[src/rtl/core/scfr_pkg.sv]
package scfr_pkg;

    // sync pair that opens every frame
    localparam logic [7:0] SYNC_FIRST  = 8'hA5;
    localparam logic [7:0] SYNC_SECOND = 8'h5A;

    // frame position: hunting, or index of the next frame byte expected
    typedef enum logic [2:0] {
        POS_HUNT    = 3'd0,
        POS_CMD_HI  = 3'd2,
        POS_CMD_LO  = 3'd3,
        POS_CSUM_HI = 3'd4,
        POS_CSUM_LO = 3'd5
    } t_frame_pos;

    // registered input beat handed to the deframer
    typedef struct packed {
        logic       valid;
        logic [7:0] rx_byte;
    } t_byte_beat;

    // result beat handed to the output register
    typedef struct packed {
        logic        valid;
        logic [15:0] command;
    } t_cmd_beat;

endpackage

[src/rtl/core/scfr_if.sv]
// received byte channel
interface scfr_byte_if;
    logic       valid;
    logic       ready;
    logic [7:0] rx_byte;

    modport source (output valid, output rx_byte, input ready);
    modport sink   (input valid, input rx_byte, output ready);
endinterface

// decoded command channel
interface scfr_cmd_if;
    logic        valid;
    logic        ready;
    logic [15:0] command;

    modport source (output valid, output command, input ready);
    modport sink   (input valid, input command, output ready);
endinterface

[src/rtl/core/sync_checksum_frame_receiver.sv]
// Frame receiver for a byte stream with a two-byte sync and additive checksum.
// i_rx carries one received byte per beat; o_cmd carries one 16-bit command
// per good frame. A frame is 0xA5 0x5A, command high, command low, checksum
// high, checksum low; the checksum is the 16-bit sum of the first four bytes.
// Frames with a bad checksum give no beat on o_cmd.
// Throughput: one byte per cycle while o_cmd does not stall; the deframer
// decodes each byte combinationally between the input register and the command register.
// Path: a byte taken into the input register is decoded by the deframer from
// that register; a command from the last checksum byte is then registered in
// the command register, which offers it on o_cmd.
// Reset (synchronous, active low) empties both registers, returns the
// deframer to hunting and clears the remembered previous byte.
// When o_cmd stalls with a command held, the deframer stops and i_rx.ready
// drops once the input register is full; no byte or command is lost.
module sync_checksum_frame_receiver (
    input  logic        i_clk,
    input  logic        i_rst_n,
    scfr_byte_if.sink   i_rx,
    scfr_cmd_if.source  o_cmd
);

    scfr_pkg::t_byte_beat beat;
    scfr_pkg::t_cmd_beat  res;
    logic                 take;
    logic                 out_free;

    // input register
    scfr_in_stage u_in (
        .i_clk   (i_clk),
        .i_rst_n (i_rst_n),
        .i_rx    (i_rx),
        .i_take  (take),
        .o_beat  (beat)
    );

    // frame tracking and checksum compare
    scfr_deframer u_deframer (
        .i_clk      (i_clk),
        .i_rst_n    (i_rst_n),
        .i_beat     (beat),
        .i_out_free (out_free),
        .o_take     (take),
        .o_res      (res)
    );

    // command register
    scfr_out_stage u_out (
        .i_clk   (i_clk),
        .i_rst_n (i_rst_n),
        .i_res   (res),
        .o_free  (out_free),
        .o_cmd   (o_cmd)
    );

endmodule

[src/rtl/core/scfr_in_stage.sv]
module scfr_in_stage (
    input  logic                i_clk,
    input  logic                i_rst_n,
    scfr_byte_if.sink           i_rx,
    input  logic                i_take,
    output scfr_pkg::t_byte_beat o_beat
);

    logic       r_valid;
    logic [7:0] r_byte;

    // room when empty or when the held beat is consumed this cycle
    assign i_rx.ready = !r_valid || i_take;

    // valid flag
    always_ff @(posedge i_clk) begin
        if (!i_rst_n) begin
            r_valid <= 1'b0;
        end else if (i_rx.ready) begin
            r_valid <= i_rx.valid;
        end
    end

    // byte payload
    always_ff @(posedge i_clk) begin
        if (i_rx.valid && i_rx.ready) begin
            r_byte <= i_rx.rx_byte;
        end
    end

    assign o_beat.valid   = r_valid;
    assign o_beat.rx_byte = r_byte;

endmodule

[src/rtl/core/scfr_deframer.sv]
module scfr_deframer (
    input  logic                 i_clk,
    input  logic                 i_rst_n,
    input  scfr_pkg::t_byte_beat i_beat,
    input  logic                 i_out_free,
    output logic                 o_take,
    output scfr_pkg::t_cmd_beat  o_res
);

    scfr_pkg::t_frame_pos r_pos;
    scfr_pkg::t_frame_pos n_pos;
    logic [7:0]           r_prev;
    logic [7:0]           n_prev;
    logic [15:0]          r_sum;
    logic [15:0]          n_sum;
    logic [15:0]          r_cmd;
    logic [15:0]          n_cmd;
    logic [7:0]           r_csum_hi;
    logic [7:0]           n_csum_hi;
    logic                 sync_hit;
    logic                 csum_ok;
    logic [7:0]           b;

    assign b      = i_beat.rx_byte;
    assign o_take = i_beat.valid && i_out_free;

    assign sync_hit = (r_prev == scfr_pkg::SYNC_FIRST) && (b == scfr_pkg::SYNC_SECOND);
    assign csum_ok  = ({r_csum_hi, b} == r_sum);

    // next frame position
    always_comb begin
        n_pos = scfr_pkg::POS_HUNT;
        unique case (r_pos)
            scfr_pkg::POS_CMD_HI:  n_pos = scfr_pkg::POS_CMD_LO;
            scfr_pkg::POS_CMD_LO:  n_pos = scfr_pkg::POS_CSUM_HI;
            scfr_pkg::POS_CSUM_HI: n_pos = scfr_pkg::POS_CSUM_LO;
            scfr_pkg::POS_CSUM_LO: n_pos = scfr_pkg::POS_HUNT;
            default:               n_pos = sync_hit ? scfr_pkg::POS_CMD_HI
                                                    : scfr_pkg::POS_HUNT;
        endcase
    end

    // datapath updates and result
    always_comb begin
        n_prev        = r_prev;
        n_sum         = r_sum;
        n_cmd         = r_cmd;
        n_csum_hi     = r_csum_hi;
        o_res.valid   = 1'b0;
        o_res.command = r_cmd;
        unique case (r_pos)
            scfr_pkg::POS_CMD_HI: begin
                n_cmd = {b, 8'h00};
                n_sum = r_sum + {8'h00, b};
            end
            scfr_pkg::POS_CMD_LO: begin
                n_cmd = {r_cmd[15:8], b};
                n_sum = r_sum + {8'h00, b};
            end
            scfr_pkg::POS_CSUM_HI: begin
                n_csum_hi = b;
            end
            scfr_pkg::POS_CSUM_LO: begin
                o_res.valid = o_take && csum_ok;
                n_prev      = scfr_pkg::SYNC_SECOND;
            end
            default: begin
                if (sync_hit) begin
                    n_sum = {8'h00, scfr_pkg::SYNC_FIRST} + {8'h00, scfr_pkg::SYNC_SECOND};
                end
                n_prev = b;
            end
        endcase
    end

    // control state
    always_ff @(posedge i_clk) begin
        if (!i_rst_n) begin
            r_pos  <= scfr_pkg::POS_HUNT;
            r_prev <= 8'h00;
        end else if (o_take) begin
            r_pos  <= n_pos;
            r_prev <= n_prev;
        end
    end

    // frame payload
    always_ff @(posedge i_clk) begin
        if (o_take) begin
            r_sum     <= n_sum;
            r_cmd     <= n_cmd;
            r_csum_hi <= n_csum_hi;
        end
    end

endmodule

[src/rtl/core/scfr_out_stage.sv]
module scfr_out_stage (
    input  logic                i_clk,
    input  logic                i_rst_n,
    input  scfr_pkg::t_cmd_beat i_res,
    output logic                o_free,
    scfr_cmd_if.source          o_cmd
);

    logic        r_valid;
    logic [15:0] r_command;

    // free when empty or when the held beat leaves this cycle
    assign o_free = !r_valid || o_cmd.ready;

    // valid flag
    always_ff @(posedge i_clk) begin
        if (!i_rst_n) begin
            r_valid <= 1'b0;
        end else if (o_free) begin
            r_valid <= i_res.valid;
        end
    end

    // command payload
    always_ff @(posedge i_clk) begin
        if (o_free && i_res.valid) begin
            r_command <= i_res.command;
        end
    end

    assign o_cmd.valid   = r_valid;
    assign o_cmd.command = r_command;

endmodule

[src/flat_wrapper.sv]
// flat-port wrapper written by rule: the top's interface ports become plain ports
module sync_checksum_frame_receiver_flat 
  (i_clk, i_rst_n, i_rx_valid, i_rx_rx_byte, i_rx_ready, o_cmd_valid, o_cmd_command, o_cmd_ready);
  scfr_byte_if i_rx_i ();
  scfr_cmd_if o_cmd_i ();
  input  logic i_clk;
  input  logic i_rst_n;
  input wire logic [$bits(i_rx_i.valid)-1:0] i_rx_valid;
  input wire logic [$bits(i_rx_i.rx_byte)-1:0] i_rx_rx_byte;
  output wire logic [$bits(i_rx_i.ready)-1:0] i_rx_ready;
  output wire logic [$bits(o_cmd_i.valid)-1:0] o_cmd_valid;
  output wire logic [$bits(o_cmd_i.command)-1:0] o_cmd_command;
  input wire logic [$bits(o_cmd_i.ready)-1:0] o_cmd_ready;
  assign i_rx_i.valid = i_rx_valid;
  assign i_rx_i.rx_byte = i_rx_rx_byte;
  assign i_rx_ready = i_rx_i.ready;
  assign o_cmd_valid = o_cmd_i.valid;
  assign o_cmd_command = o_cmd_i.command;
  assign o_cmd_i.ready = o_cmd_ready;
  sync_checksum_frame_receiver u_core (.i_clk(i_clk), .i_rst_n(i_rst_n), .i_rx(i_rx_i), .o_cmd(o_cmd_i));
endmodule
[config.mk]
export PLATFORM = sky130hd
export DESIGN_NAME = sync_checksum_frame_receiver_flat
export DESIGN_NICKNAME = d
export VERILOG_FILES = /design/src/rtl/core/scfr_pkg.sv /design/src/rtl/core/scfr_if.sv /design/src/rtl/core/sync_checksum_frame_receiver.sv /design/src/rtl/core/scfr_in_stage.sv /design/src/rtl/core/scfr_deframer.sv /design/src/rtl/core/scfr_out_stage.sv /design/src/flat_wrapper.sv
export SDC_FILE = /design/constraint.sdc
export NUM_CORES = 1
export LEC_CHECK = 0
export BUFFER_PORTS_ARGS = -buffer_cell sky130_fd_sc_hd__buf_4
export CAP_MARGIN = 10
export CORE_MARGIN = 2
export CORE_UTILIZATION = 42
export DETAILED_ROUTE_END_ITERATION = 6
export MAX_ROUTING_LAYER = met4
export PLACE_DENSITY = 0.71
export RECOVER_POWER = 50
export SETUP_SLACK_MARGIN = 0.02
export SYNTH_ARGS = -nofsm -noshare
export SYNTH_HDL_FRONTEND = slang
export SYNTH_SLANG_ARGS = --single-unit
export TNS_END_PERCENT = 30
[constraint.sdc]
create_clock -name i_clk -period 3.5 [get_ports i_clk]
set_input_delay 0.7 -clock i_clk [delete_from_list [all_inputs] [get_ports i_clk]]
set_output_delay 0.7 -clock i_clk [all_outputs]
set_load 0.01 [all_outputs]
After elaboration in Yosys (flattened, before gate mapping)
Index checks and enable logic that the tools add are counted.

storage, ports and cells
  bits of input ports = 12
  flip-flop bits (word level) = 77

cells by class
  reduce and logical (&&, ||, !) cells = 19
  bitwise operators = 3
  muxes and demuxes = 7
  equal/unequal tests = 7
  $add $sub $neg = 1

operators with widths
  operator              count
  $pmux W16 S2          2
  $add A16 B8 Y16       1
  $eq A16 B16 Y1        1
  $mux W16              1
  $pmux W8 S2           1
  $pmux W3 S4           1
  $eq A8 B7 Y1 const B  1
  $eq A8 B8 Y1 const B  1
  $eq A3 B2 Y1 const B  2
  $eq A3 B3 Y1 const B  2
  $reduce_and A2 Y1     3
  $reduce_and A3 Y1     2
  $logic_and A1 B1 Y1   5
  $reduce_bool A2 Y1    2
  $reduce_or A2 Y1      2
  $not A1 Y1            3
  $reduce_or A3 Y1      1
  $logic_not A1 Y1      2
  $logic_or A1 B1 Y1    2
  $mux W2               1
  $mux W1               1

Depth between registers and ports, before layout
Gate-level depths: netlist of the first run.

  depth after elaboration = 6
  depth in mapped cells = 7
  depth with buffers taken out = 6

Cells and area by module
From an unflattened synthesis of the first run, not the netlist that was laid out.

second synthesis, totals
  cell total of the unflattened synthesis = 262
  area total of the unflattened synthesis = 3449.6 µm²

modules (own cells, without submodules)
  module          times used  area an instance (µm²)  cells an instance
  scfr_deframer   1           2606.2                  227
  scfr_out_stage  1           538.0                   21
  scfr_in_stage   1           305.3                   14

Worst setup path before layout of the first run
Ideal clock, no wire load.

  kind = register -> register
  start = register u_core.u_in.r_byte[4]
  end = register u_core.u_out.r_command[0], in the netlist u_core.u_out.o_cmd.command[0] (enable)
  data arrival time = 2.872 ns
  setup time = 0.434 ns
  required time = 3.066 ns
  stages on the path, launching flop included = 5
  setup slack = 0.194 ns
  clock period less this slack = 3.306 ns
  path buffers = 0
  cell sequence = edfxtp_1 -> ha_1 -> nor4_1 -> nand2_1 -> nor4_1

between the ends
  longest elaborated chain between the ends = 4

RTL lines
  element                 RTL line              RTL
  from (decl)             scfr_in_stage.sv:10   logic [7:0] r_byte;
  from (signal assigned)  scfr_in_stage.sv:27   r_byte <= i_rx.rx_byte;
  $eq A16 B16 Y1          scfr_deframer.sv:28   assign csum_ok = ({r_csum_hi, b} == r_sum);
  $logic_and A1 B1 Y1     scfr_deframer.sv:64   o_res.valid = o_take && csum_ok;
  $mux W1                 scfr_deframer.sv:51   unique case (r_pos)
  $logic_and A1 B1 Y1     scfr_out_stage.sv:26  if (o_free && i_res.valid) begin
  to (signal assigned)    scfr_out_stage.sv:27  r_command <= i_res.command;
  to (decl)               scfr_out_stage.sv:10  logic [15:0] r_command;

No other way between the ends.
A chain may end at the register's enable or synchronous reset.

Worst setup path in the final report of the first run
  start = register u_core.u_in.r_byte[0]
  end = register u_core.u_deframer.r_sum[10], data pin

between the ends
  longest elaborated chain between the ends = 2

RTL lines
  element               RTL line                                  RTL
  $add A16 B8 Y16       scfr_deframer.sv:54, scfr_deframer.sv:58
  $pmux W16 S2          scfr_deframer.sv:51
  to (signal assigned)  scfr_deframer.sv:90                       r_sum <= n_sum;
  to (decl)             scfr_deframer.sv:14                       logic [15:0] r_sum;

No other way between the ends.

==> results of run 1 <==
[cell families after synthesis]
kind of cell / count (synthesis)
simple gates: 102
mux: 5
buf+inv: 14
xor+xnor: 14
fa+ha+maj: 11
compound gates: 41
flops: 77
[area by class of cell]
class	instances	area [sq um]	share of cell area
multi-input cells	173	1250	0.314
inverters	4	15.0	0.00377
flip-flops and latches	77	2180	0.547
clock inverters	7	105	0.0264
well taps	105	131	0.0329
repair buffers	33	176	0.0442
clock buffers	9	124	0.0311
[layer usage]
layer  up-vias  share of wire  global-route usage
met5         -              0                   -
met4         0          0.031               0.101
met3        17          0.062              0.0292
met2        73           0.45               0.232
met1      1061           0.46               0.222
li1       1068              -                   -
[worst paths after layout]
path / from / to / slack [ps] / cells after the start
setup reg to reg: u_core.u_in.r_byte[0]$_DFFE_PP_ / u_core.u_deframer.r_sum[10]$_SDFFCE_PN0P_ / 1100 / 6
hold reg to reg: u_core.u_deframer.r_cmd[5]$_SDFFCE_PN0P_ / u_core.u_out.o_cmd.command[5]$_DFFE_PP_ / 430 / 0
setup / recovery: u_core.u_in.r_byte[0]$_DFFE_PP_ / u_core.u_deframer.r_sum[10]$_SDFFCE_PN0P_ / 1100 / 6
hold / removal: u_core.u_deframer.r_cmd[5]$_SDFFCE_PN0P_ / u_core.u_out.o_cmd.command[5]$_DFFE_PP_ / 430 / 0
[power groups by stage]
stage,Sequential [mW],Clock [mW],Combinational (mW)
2_1_floorplan,1.04,0,0.104
3_3_place_gp,1.05,0,0.131
3_5_place_dp,1.06,0,0.133
4_1_cts,1.04,0.786,0.134
5_1_grt,1.04,0.830,0.148
6_report,1.04,0.774,0.133
[cell usage in the layout (no fill, tap or decap), types with 3 or more instances in the layout]
| cell type | instances |
|---|---|
| sky130_fd_sc_hd__a211o_1 | 4 |
| sky130_fd_sc_hd__a21boi_1 | 7 |
| sky130_fd_sc_hd__a21o_1 | 5 |
| sky130_fd_sc_hd__a21oi_1 | 5 |
| sky130_fd_sc_hd__and2_1 | 8 |
| sky130_fd_sc_hd__and3_1 | 11 |
| sky130_fd_sc_hd__buf_4 | 5 |
| sky130_fd_sc_hd__clkbuf_1 | 19 |
| sky130_fd_sc_hd__clkbuf_4 | 9 |
| sky130_fd_sc_hd__clkbuf_8 | 9 |
| sky130_fd_sc_hd__dfxtp_1 | 13 |
| sky130_fd_sc_hd__edfxtp_1 | 64 |
| sky130_fd_sc_hd__ha_1 | 10 |
| sky130_fd_sc_hd__inv_1 | 4 |
| sky130_fd_sc_hd__mux2i_1 | 5 |
| sky130_fd_sc_hd__nand2_1 | 24 |
| sky130_fd_sc_hd__nand2b_1 | 12 |
| sky130_fd_sc_hd__nand3_1 | 8 |
| sky130_fd_sc_hd__nand4_1 | 4 |
| sky130_fd_sc_hd__nor2_1 | 6 |
| sky130_fd_sc_hd__nor2b_1 | 3 |
| sky130_fd_sc_hd__nor4_1 | 7 |
| sky130_fd_sc_hd__o211a_1 | 6 |
| sky130_fd_sc_hd__o21a_1 | 3 |
| sky130_fd_sc_hd__or4_1 | 3 |
| sky130_fd_sc_hd__xnor2_1 | 11 |
| sky130_fd_sc_hd__xor2_1 | 3 |
[stage by stage]
step	area, sq um	hold slack [ps]	power [mW]	utilization	cells
2_1_floorplan	3510	400	1.15	-	264
3_3_place_gp	3840	406	1.19	0.469	392
3_5_place_dp	3840	407	1.19	0.469	392
4_1_cts	4070	427	1.96	0.497	408
5_1_grt	3990	438	2.02	0.488	408
6_report	3990	425	1.94	0.488	408
[flip-flops by register name, indices dropped and copies added, names as in the netlist]
| name | cells |
|---|---|
| u_core.u_out.o_cmd.valid | 1 |
| u_core.u_deframer.r_cmd | 16 |
| u_core.u_deframer.r_csum_hi | 8 |
| u_core.u_in.r_byte | 8 |
| u_core.u_in.r_valid | 1 |
| u_core.u_deframer.r_prev | 8 |
| u_core.u_out.o_cmd.command | 16 |
| u_core.u_deframer.r_sum | 16 |
| u_core.u_deframer.r_pos | 3 |
==> results list, run 1 <==
* Clock-pin slew of the registers on the worst-case setup and hold paths: 80 ps
- Routed Antenna Nets: 0
- Setup repair after global routing left no endpoint under its margin.
- STA classifies the critical path startpoint as a flop.
* Clk root buf: sky130_fd_sc_hd__clkbuf_8
- CTS tree: done
* Part of the power in combinational logic: 0.068
- Across the run, the number of max-cap violations was 0.
- Total number of yosys warnings: 0
- Number of DRC markers after the initial detailed-route iteration: 187
- Dividing the final minimum period by the clock period gives 0.687.
- By count the netlist is led by 64 x sky130_fd_sc_hd__edfxtp_1, 24 x sky130_fd_sc_hd__nand2_1, 13 x sky130_fd_sc_hd__dfxtp_1, 12 x sky130_fd_sc_hd__nand2b_1.
* Share of post-route cells with drive strength above 1: 0.112
* Most frequent cell after synthesis: sky130_fd_sc_hd__edfxtp_1
- After clock tree synthesis, the flow added hold-fix buffers numbering 0.
- After clock tree synthesis, the setup repair step added 0 buffers.
- The mapped netlist covers 3510 sq um.
* Tightest Hold Check Type: flop to flop
- Internal cell power: 1.48 mW
- Worst Path Arrival: 2520 ps
- The average instance in the mapped netlist occupies 13.3 sq um.
* Initial core utilization: 0.429
- Clock latency on the worst-skew pair: 360 ps
- For this run, the leading register cell type out of synthesis is sky130_fd_sc_hd__edfxtp_1.
* First-pass iteration count of the detailed router: 4
- Post-synthesis adder-cell area fraction: 0.0414
* # clock sinks: 77
- Together, buffers and inverters on the worst path number 0.
- Largest voltage drop on the vdd net: 241 uV
- The number of global-route vias before repair is 2,143.
- Largest net degree at the start of global routing: 26
- Clk_skew: 8.07 ps
- Setup violations remaining at the end of the flow were counted as 0.
* # IOs: 30
- Portion of total power attributed to sequential cells: 0.533
- Sum Neg Setup Slack: 0 ps
- The floorplan step defined a die boundary enclosing 9100 sq um.
* Synthesis-to-finish area growth: 13.7%
* PostCTS Resize Cnt: 0
- The compound-gate portion of the synthesized area is 0.0970.
* Depth of the CTS H-tree: 3
- Of the total power, the share spent switching nets is 0.237.
- The portion of synthesized area spent on multiplexers is 0.0143.
- Sequential share of the synthesized area: 0.622
- In this run the power spent charging and discharging nets is 0.460 mW.
- Buffers on Ports: 29
- At the placement stage, the worst setup path has a slack of 1090 ps.
- Number of fillers in the final layout: 740
- The largest total area in the synthesized netlist belongs to sky130_fd_sc_hd__edfxtp_1.
* Number of rows in the core area: 33
* Avg WL per Cell: 16.4 microns
- Total wire length: 6710 microns
- The worst pin sits at a relative slew slack of 0.393.
- The kind of cell with the highest combined delay along the critical path is adder cells.
- Counting flops with a built-in enable in the synthesized netlist gives 64.
- The number of nets handed over by synthesis was 287.
- Required time reported for the critical path endpoint: 3610 ps
- Of the post-synthesis cell area, the dominant cell type holds 0.548.
- Critical Path Slowest Stage Cell: sky130_fd_sc_hd__edfxtp_1
* CP Class: flop to flop
- Vertical die dimension: 95.4 microns
- Die Width: 95.4 microns
* Vias per cell: 5.44
- Achievable frequency: 0.416 GHz
- The flow ran to the end, and the final reports show no timing, DRC or antenna violations.
* Largest stage delay on the critical path: 470 ps
- The initial antenna violation count came to 0.
* Worst-path fanout max: 6
- The share of total power dissipated in the clock network is 0.398.
- Counting flops and latches in the post-synthesis netlist gives 77.
- The smallest clock period supported by the final layout is computed as 2400 ps.
- Power Dens Cells: 487 nW/um^2
* Core box area: 8180 sq um
* Count of cell types in the netlist: 47
- Worst slew pin tran: 910 ps
* Final Max Tran Viols: 0
- Total DRC errors in the routed layout: 0
- CTS buffer count: 9
* Total congestion overflow after global routing: 0
* GRT Total Usage: 0.165
- Ranking of synthesized cells by area: sky130_fd_sc_hd__edfxtp_1 55%, sky130_fd_sc_hd__dfxtp_1 7.4%, sky130_fd_sc_hd__ha_1 3.6%
- Routability-driven placement finished with a final weighted congestion of 0.812.
- In the synthesized netlist the async set-or-reset flop fraction comes to 0.
- Final hold viol count: 0
* Number of instances in the synthesized netlist: 264
- The final layout contains 321 nets.
- Series of cell instances along the critical path: ha_1 > fa_1 > a21o_1 > a221oi_1 > and4b_1 > mux2i_1
- Share of synthesized cell area in and, or, nand and nor gates: 0.169
- Detailed routing inserted a total of 2,219 vias.
- Synthesized-area fraction occupied by xor and xnor cells: 0.0350
* Detailed-placement wirelength estimate: 4560 microns
- STA classifies the critical path endpoint as a flop.
- No sink is reached through more buffers than the 2 on the longest clock path.
- By area, the combinational part of the netlist is dominated by simple AND/OR/NAND/NOR gates.
- The first global-routing pass estimated 10,700 microns of wire.
* Setup WS post-layout: 1100 ps
- Total leakage power: 1.38 nW
- 0 antenna diodes ended up in the layout.
Note: power is estimated with default switching activity, not from simulation.
==> run 2: changes to the inputs <==
ABC_AREA = 1   (was unset)
clock period = 2.2 ns   (was 3.5 ns; I/O delays follow)
==> run 2 against run 1 <==
  * Synthesized cell count is 34% higher
  * Clock skew rose by 3.3 ps
  * First-iteration DRC count fell by 39%
  * Register-to-register slack worse by 860 ps
  * Sequential cell count is the same
  * Sequential share of layout area down 1.4 points
  * Combinational power grew 80%
  * Clock-buffer cell count stayed put
  * Sequential power increased by 57%
  * Critical endpoint unchanged
==> results list, run 2 <==
* Worst-path fanout max: 4 (-2)
* Total via count after detailed routing: 2,541 (+15%)
- The relative max-transition margin is 0.464 (+0.0701).
- Clock-pin slew of the registers on the worst-case setup and hold paths: 80 ps (about the same)
- Area fraction in compound gates after synthesis: 0.0541 (-0.0430)
- The maximum ir drop on the vdd rail is 358 uV (+48%).
* Share of post-route cells with drive strength above 1: 0.120 (+0.00759)
* Number of enable-type register cells in the synthesized netlist: 64 (unchanged)
- The effective utilization at floorplan is 0.434 (+0.00470).
- Avg WL per Cell: 13.5 microns (-18%)
- Top flip-flop cell by instance count after synthesis: sky130_fd_sc_hd__edfxtp_1
* Synthesized Nets: 378 (+32%)
* Core box area: 8220 sq um (+0.51%)
- Largest stage delay on the critical path: 440 ps (-30 ps)
- Synthesis-to-finish area growth: 14.8%
- CTS buffer count: 9 (unchanged)
- Cell area after synthesis: 3560 sq um (+1.6%)
- Main combinational cell family by area after synthesis: simple AND/OR/NAND/NOR gates
* Wire length of the first global-routing pass: 11,400 microns (+7.4%)
* Final hold viol count: 0 (unchanged)
- The clock latency on the worst-skew pair was 360 ps (about the same).
- The switching power is 0.740 mW (+61%).
- Die footprint: 9240 sq um (+1.5%)
- The quantity of I/O buffers inserted on ports is 29 (unchanged).
- The number of optimization iterations in the first detailed-route pass came to 4 (unchanged).
- Minimum clock period after layout: 1970 ps (-438 ps)
* Sum Neg Setup Slack: 0 ps (unchanged)
* Vias per cell: 4.94 (-9.1%)
- The total routing usage reported by global routing was 0.173 (+0.00855).
- The period utilization came to 0.894 (+0.207).
- The worst setup path is of the flop to flop kind.
* Final standard cell utilization of the core: 0.498 (+0.0102)
- The critical path goes through ha_1 > fa_1 > nand2_1 > nand2_1 > nand3_1 > nand2_1 > nand2_1 > nand3b_1 > nand2_1 > nor2_1.
- The yosys synthesis warning count is 0 (unchanged).
- Commonest cells after routing, fill and taps aside: 70 x sky130_fd_sc_hd__nand2_1, 64 x sky130_fd_sc_hd__edfxtp_1, 54 x sky130_fd_sc_hd__nor2_1
- The number of nets at the end of the flow came to 427 (+33%).
- Number of global-route vias before repair: 2,434 (+14%)
- Setup repair after global routing left no endpoint under its margin.
* Count of state elements after synthesis: 77 (unchanged)
- The number of fillers in the final layout came to 741 (+0.14%).
- Final Max Tran Viols: 0 (unchanged)
* GP Congestion: 0.868 (+7.0%)
- The worst slack on hold paths is 282 ps (-143 ps).
- Ranking of synthesized cells by area: sky130_fd_sc_hd__edfxtp_1 54%, sky130_fd_sc_hd__dfxtp_1 7.3%, sky130_fd_sc_hd__nand2_1 7.3%
- Final non-filler cell total: 514 (+26%)
* Critical Path Slowest Stage Cell: sky130_fd_sc_hd__edfxtp_1
- Largest net degree at the start of global routing: 17 (-35%)
* Clk_skew: 11.4 ps (+3.32 ps)
- The deepest level of the CTS H-tree is 3 (unchanged).
* Sequential share of the synthesized area: 0.612 (-0.00983)
* Post-synthesis mux area share: 0 (-0.0143)
- The fraction of power spent switching nets came to 0.249 (+0.0123).
* Number of placed cells counting well taps: 498 (+27%)
- Counting instances in the post-synthesis netlist gives the leading cell types as 69 x sky130_fd_sc_hd__nand2_1, 64 x sky130_fd_sc_hd__edfxtp_1, 51 x sky130_fd_sc_hd__nor2_1, 42 x sky130_fd_sc_hd__inv_1, 22 x sky130_fd_sc_hd__nand3_1.
- Total DRC errors in the routed layout: 0 (unchanged)
- The data arrival time of the critical path came to 2070 ps (-450 ps).
- The fraction of power consumed by combinational cells came to 0.081 (+0.013).
- # clock sinks: 77 (unchanged)
- Worst slew pin tran: 799 ps (-111 ps)
- The count of antenna-violating nets left after detailed routing was 0 (unchanged).
* Fraction of synthesis flops using an asynchronous set or reset pin: 0 (unchanged)
- The adder and majority gate portion of the synthesized area was 0.0407 (-0.000654).
* Maximum buffer depth of the clock tree: 2 (unchanged)
* Power Dens Cells: 727 nW/um^2 (+49%)
* Clk root buf: sky130_fd_sc_hd__clkbuf_8
- The worst setup path is launched from a flop.
* Synthesized-area fraction occupied by xor and xnor cells: 0.0221 (-0.0128)
- The overflow left after global routing came to 0 (unchanged).
- The worst setup slack after placement came to 254 ps (-832 ps).
- Syn_area_per_cell: 10.0 sq um (-24%)
- CP dominant cell by count: sky130_fd_sc_hd__nand2_1
- The fraction of power consumed by sequential logic came to 0.548 (+0.015).
* Number of DRC markers after the initial detailed-route iteration: 115 (-39%)
* Diode count: 0 (unchanged)
- The flow ran to the end, and the final reports show no timing, DRC or antenna violations.
- The count of instances resized after the clock tree is built came to 0 (unchanged).
- Tightest Hold Check Type: input pin to flop
- Number of buffers inserted to repair setup after CTS: 0 (unchanged)
* Internal cell power: 2.23 mW (+51%)
- The proportion of netlist area held by the largest area contributor was 0.539 (-0.00866).
- Cell type with the highest aggregate area in the netlist: sky130_fd_sc_hd__edfxtp_1
- The highest achievable clock rate came to 0.508 GHz (+22%).
- The number of placement rows came to 33 (unchanged).
* Die Width: 96.1 microns (+0.77%)
- Share of synthesized cell area in and, or, nand and nor gates: 0.216 (+0.0468)
- # IOs: 30 (unchanged)
* Total leakage power: 1.54 nW (+11%)
- The initial antenna violation count was 0 (unchanged).
- # Max-Cap Violations: 0 (unchanged)
* CTS tree: done
* Number of instances in the synthesized netlist: 355 (+34%)
- Leaving out fill and tap cells, the most frequent cell in the layout is sky130_fd_sc_hd__nand2_1.
* Total wire length: 6940 microns (+3.5%)
- CP endpoint kind: flop
* Setup WS post-layout: 233 ps (-862 ps)
- The hold buffer count at cts came to 0 (unchanged).
* Vertical die dimension: 96.1 microns (+0.77%)
- The data required time of the worst path is 2300 ps (-1310 ps).
* Detailed-placement wirelength estimate: 5240 microns (+15%)
- The number of distinct library cell variants in the gate-level netlist after synthesis is 32 (-32%).
* Most frequent cell after synthesis: sky130_fd_sc_hd__nand2_1
- The final setup violation count is 0 (unchanged).
* Clock power share: 0.371 (-0.027)
-- run 2: cell types whose count changed in the layout (fill, tap and decap cells not counted), moves of 5 or more --
cell	delta
sky130_fd_sc_hd__nand2_1	+46
sky130_fd_sc_hd__mux2i_1	-5
sky130_fd_sc_hd__inv_1	+40
sky130_fd_sc_hd__a21oi_1	+16
sky130_fd_sc_hd__o211a_1	-6
sky130_fd_sc_hd__nand2b_1	-12
sky130_fd_sc_hd__and3_1	-11
sky130_fd_sc_hd__inv_2	+5
sky130_fd_sc_hd__nor4_1	-7
sky130_fd_sc_hd__nand3_1	+14
sky130_fd_sc_hd__nor2_1	+48
sky130_fd_sc_hd__a21boi_1	-7
sky130_fd_sc_hd__o21ai_1	+8
sky130_fd_sc_hd__and2_1	-5
-- run 2: path summary, 6_finish.rpt --
| check | from | slack [ps] | endpoint | cells after the start |
|---|---|---|---|---|
| worst max register to register | u_core.u_in.r_byte[0]$_DFFE_PP_ | 230 | u_core.u_deframer.r_sum[10]$_SDFFCE_PN0P_ | 10 |
| worst min-delay path | i_rx_rx_byte[7] | 280 | u_core.u_in.r_byte[7]$_DFFE_PP_ | 1 |
| worst min register to register | u_core.u_deframer.r_cmd[0]$_SDFFCE_PN0P_ | 420 | u_core.u_out.o_cmd.command[0]$_DFFE_PP_ | 0 |
| worst max-delay path | u_core.u_in.r_byte[0]$_DFFE_PP_ | 230 | u_core.u_deframer.r_sum[10]$_SDFFCE_PN0P_ | 10 |
-- run 2: logic make-up (layout without fill, tap and decap cells) --
logic type,Yosys count,count (layout)
simple gates,169,169
flops,77,77
buf+inv,52,106
compound gates,37,37
fa+ha+maj,11,11
xor+xnor,9,9
-- run 2: cell type report --
type / instances / area (sq um) / area share
Timing Repair Buffer: 40 / 226 / 0.0554
Inverter: 50 / 188 / 0.0459
Tap cell: 105 / 131 / 0.0321
Clock inverter: 7 / 81.3 / 0.0199
Sequential cell: 77 / 2180 / 0.533
Clock buffer: 9 / 124 / 0.0303
Multi-Input combinational cell: 226 / 1160 / 0.283
-- run 2: routing by layer --
metal  share of wire  global-route usage  vias to the layer above
li1                -                   -                     1286
met1            0.44               0.214                     1167
met2            0.49               0.278                       74
met3           0.053              0.0329                       14
met4           0.020              0.0774                        0
met5               0                   -                        -
-- run 2: power groups by stage --
| stage | logic, mW | registers, mW | clock network, mW |
|---|---|---|---|
| 3_5_place_dp | 0.252 | 1.66 | 0 |
| 6_report | 0.240 | 1.63 | 1.10 |
| 4_1_cts | 0.253 | 1.63 | 1.13 |
| 5_1_grt | 0.276 | 1.63 | 1.19 |
| 3_3_place_gp | 0.245 | 1.66 | 0 |
| 2_1_floorplan | 0.166 | 1.66 | 0 |
-- run 2: critical path: cells and delay by family, from the launching register on --
kind / cells / cell delay [ps]
fa+ha+maj: 2 / 630
flops: 1 / 440
simple gates: 8 / 640
-- run 2: per-stage QoR --
step	cell area (sq um)	total power, mW
final	4090	2.97
after global placement	4000	1.91
after CTS	4210	3.01
after global routing	4090	3.10
after floorplan	3570	1.83
after detailed placement	4000	1.92
==> run 3: changes to the inputs <==
CORE_MARGIN = 10   (was 2)
==> run 3 against run 2 <==
  * Global-route usage is 5.4 points lower
  * Clock-buffer cell count stayed put
  * Final area is 0.21% lower
  * Worst setup slack better by 2.9 ps
  * Critical path type unchanged
  * Largest cell class unchanged
==> results list, run 3 (same netlist as run 2, synthesis figures left out) <==
- The run finished with clean final reports.
- The HPWL after detailed placement is 5400 microns (+3.0%).
- Endpoint of the most critical register-to-register path: u_core.u_deframer.r_sum[10]$_SDFFCE_PN0P_
- The post-route setup TNS is 0 ps (unchanged).
* Worst setup endpoint: u_core.u_deframer.r_sum[10]$_SDFFCE_PN0P_
- Final non-filler cell total: 514 (unchanged)
- The post-layout minimum cycle time was 1960 ps (-2.88 ps).
* Maximum buffer depth of the clock tree: 2 (unchanged)
- The total wirelength of the detailed-routed design came to 7040 microns (+1.5%).
- From synthesis to final layout, the design area changed by 14.6%.
- Worst slew pin tran: 709 ps (-89.7 ps)
* Worst R2R Setup Slack: 240 ps (about the same)
- Commonest cells after routing, fill and taps aside: 70 x sky130_fd_sc_hd__nand2_1, 64 x sky130_fd_sc_hd__edfxtp_1, 54 x sky130_fd_sc_hd__nor2_1
- Worst Path Arrival: 2070 ps (about the same)
* Portion of total power attributed to sequential cells: 0.564 (+0.016)
- In this run the worst setup path begins at u_core.u_in.r_byte[0]$_DFFE_PP_.
- The depth of the most critical reg-to-reg path came to 10 (unchanged).
- CTS buffer count: 9 (unchanged)
- The worst setup path is launched from a flop.
- CTS Hold Bufs: 0 (unchanged)
- Clock power share: 0.352 (-0.019)
- GP Congestion: 0.854 (-1.7%)
- Setup repair after global routing missed its margin: no
- Number of DRC markers after the initial detailed-route iteration: 165 (+43%)
* Clk_skew: 7.36 ps (-4.03 ps)
- Total leakage power: 1.52 nW (-0.94%)
- Wire length of the first global-routing pass: 11,900 microns (+3.9%)
* Largest net degree at the start of global routing: 17 (unchanged)
- Switching share of power: 0.263 (+0.0137)
- Vertical die dimension: 112 microns (+17%)
* Avg WL per Cell: 13.7 microns (+1.5%)
* Tightest Hold Check Type: input pin to flop
* CTS tree: done
- The clock latency on the worst-skew pair is 360 ps (about the same).
- CP Class: flop to flop
* R2R Path Start: u_core.u_in.r_byte[0]$_DFFE_PP_
- The relative max-transition margin came to 0.525 (+0.0613).
- First-pass iteration count of the detailed router: 5 (+1)
* Net count reported at finish: 427 (unchanged)
* Buffers on Ports: 29 (unchanged)
- The library cell used most frequently in the layout, excluding fill and tap cells, is sky130_fd_sc_hd__nand2_1.
* CP endpoint kind: flop
* Number of rows in the core area: 33 (unchanged)
- # IOs: 30 (unchanged)
- Share of post-route cells with drive strength above 1: 0.120 (unchanged)
- The overflow left after global routing came to 0 (unchanged).
- The initial antenna violation count is 0 (unchanged).
* Total via count after detailed routing: 2,503 (-1.5%)
* Clock-pin slew of the registers on the worst-case setup and hold paths: 80 ps (about the same)
- Number of buffers inserted to repair setup after CTS: 0 (unchanged)
- # clock sinks: 77 (unchanged)
- PostCTS Resize Cnt: 0 (unchanged)
- The count of antenna diodes in the layout was 0 (unchanged).
* Die Width: 112 microns (+17%)
- The internal power contribution was 2.13 mW (-4.7%).
* # Max-Cap Violations: 0 (unchanged)
* Overall power of the completed layout: 2.89 mW (-2.9%)
- Net Sw Power: 0.758 mW (+2.4%)
- Clk root buf: sky130_fd_sc_hd__clkbuf_8
- The highest achievable clock rate is 0.509 GHz (+0.15%).
- Final Max Tran Viols: 0 (unchanged)
* Power Dens Cells: 707 nW/um^2 (-2.7%)
- The period utilization is 0.893 (-0.00131).
* Initial core utilization: 0.434 (unchanged)
* Total DRC errors in the routed layout: 0 (unchanged)
- The total routing usage reported by global routing is 0.119 (-0.0540).
- Required time reported for the critical path endpoint: 2310 ps (about the same)
* Worst-path fanout max: 4 (unchanged)
* Vias per cell: 4.87 (-1.5%)
- The fraction of power consumed by combinational cells came to 0.084 (+0.003).
- Core box area: 8220 sq um (unchanged)
- Depth of the CTS H-tree: 3 (unchanged)
* Die footprint: 12,600 sq um (+36%)
- Number of placed cells counting well taps: 498 (unchanged)
- Final hold viol count: 0 (unchanged)
- The count of antenna-violating nets left after detailed routing came to 0 (unchanged).
* Largest voltage drop on the vdd net: 432 uV (+21%)
- Number of global-route vias before repair: 2,555 (+5.0%)
* Setup violation total in the final timing report: 0 (unchanged)
run 3: cell count changes in the layout (fill, tap and decap cells not counted), sizes merged:
cell / previous run / this run
buf: 9 / 8
bufinv: 1 / 0
clkbuf: 40 / 41
clkinv: 4 / 3
clkinvlp: 0 / 1
inv: 52 / 53
run 3: per-stage QoR:
step	instance area (sq um)	util	hold slack (ps)	worst slack (ps)
final	4080	0.497	273	236
after global routing	4080	0.497	271	102
after global placement	4000	0.487	405	312
after detailed placement	4000	0.487	409	250
after CTS	4190	0.510	246	238
after floorplan	3570	-	400	329
run 3: cell type report:
type	count	area, sq um
timing repair buffer	40	223
fill	770	4130
clock buffer	9	124
sequential	77	2180
clock inverter	7	65.1
tap	105	131
multi-input combinational	226	1170
inverter	50	188
run 3: how the worst min path moves through the flow:
| stage | startpoint | endpoint | depth (start not counted) |
|---|---|---|---|
| 4_1_cts | i_rx_rx_byte[0] | u_core.u_in.r_byte[0]$_DFFE_PP_ | 1 |
| 6_report | i_rx_rx_byte[7] | u_core.u_in.r_byte[7]$_DFFE_PP_ | 1 |
| 3_5_place_dp | u_core.u_deframer.r_cmd[4]$_SDFFCE_PN0P_ | u_core.u_out.o_cmd.command[4]$_DFFE_PP_ | 0 |
| 5_1_grt | i_rx_rx_byte[4] | u_core.u_in.r_byte[4]$_DFFE_PP_ | 1 |
| 3_3_place_gp | u_core.u_deframer.r_cmd[9]$_DFFE_PP_ | u_core.u_out.o_cmd.command[9]$_DFFE_PP_ | 0 |
| 2_1_floorplan | u_core.u_deframer.r_cmd[0]$_SDFFCE_PN0P_ | u_core.u_out.o_cmd.command[0]$_DFFE_PP_ | 0 |
run 3: metal layers:
layer | share of wire | track usage | vias up
li1 | - | - | 1282
met1 | 0.45 | 0.137 | 1135
met2 | 0.48 | 0.196 | 74
met3 | 0.046 | 0.0245 | 12
met4 | 0.021 | 0.0558 | 0
met5 | 0 | - | -
run 3: power groups by stage:
stage	combinational [mW]	sequential, mW	clock (mW)
floorplan	0.166	1.66	0
global placement	0.245	1.66	0
detailed placement	0.252	1.66	0
CTS	0.254	1.63	1.03
global route	0.277	1.63	1.11
finish	0.242	1.63	1.02
run 3: worst max-delay path: stages, from the launching register on:
cell and delay [ps]:
sky130_fd_sc_hd__edfxtp_1 440, sky130_fd_sc_hd__ha_1 250, sky130_fd_sc_hd__fa_1 400, sky130_fd_sc_hd__nand2_1 100
sky130_fd_sc_hd__nand2_1 70, sky130_fd_sc_hd__nand3_1 60, sky130_fd_sc_hd__nand2_1 110, sky130_fd_sc_hd__nand2_1 100
sky130_fd_sc_hd__nand3b_1 80, sky130_fd_sc_hd__nand2_1 70, sky130_fd_sc_hd__nor2_1 40
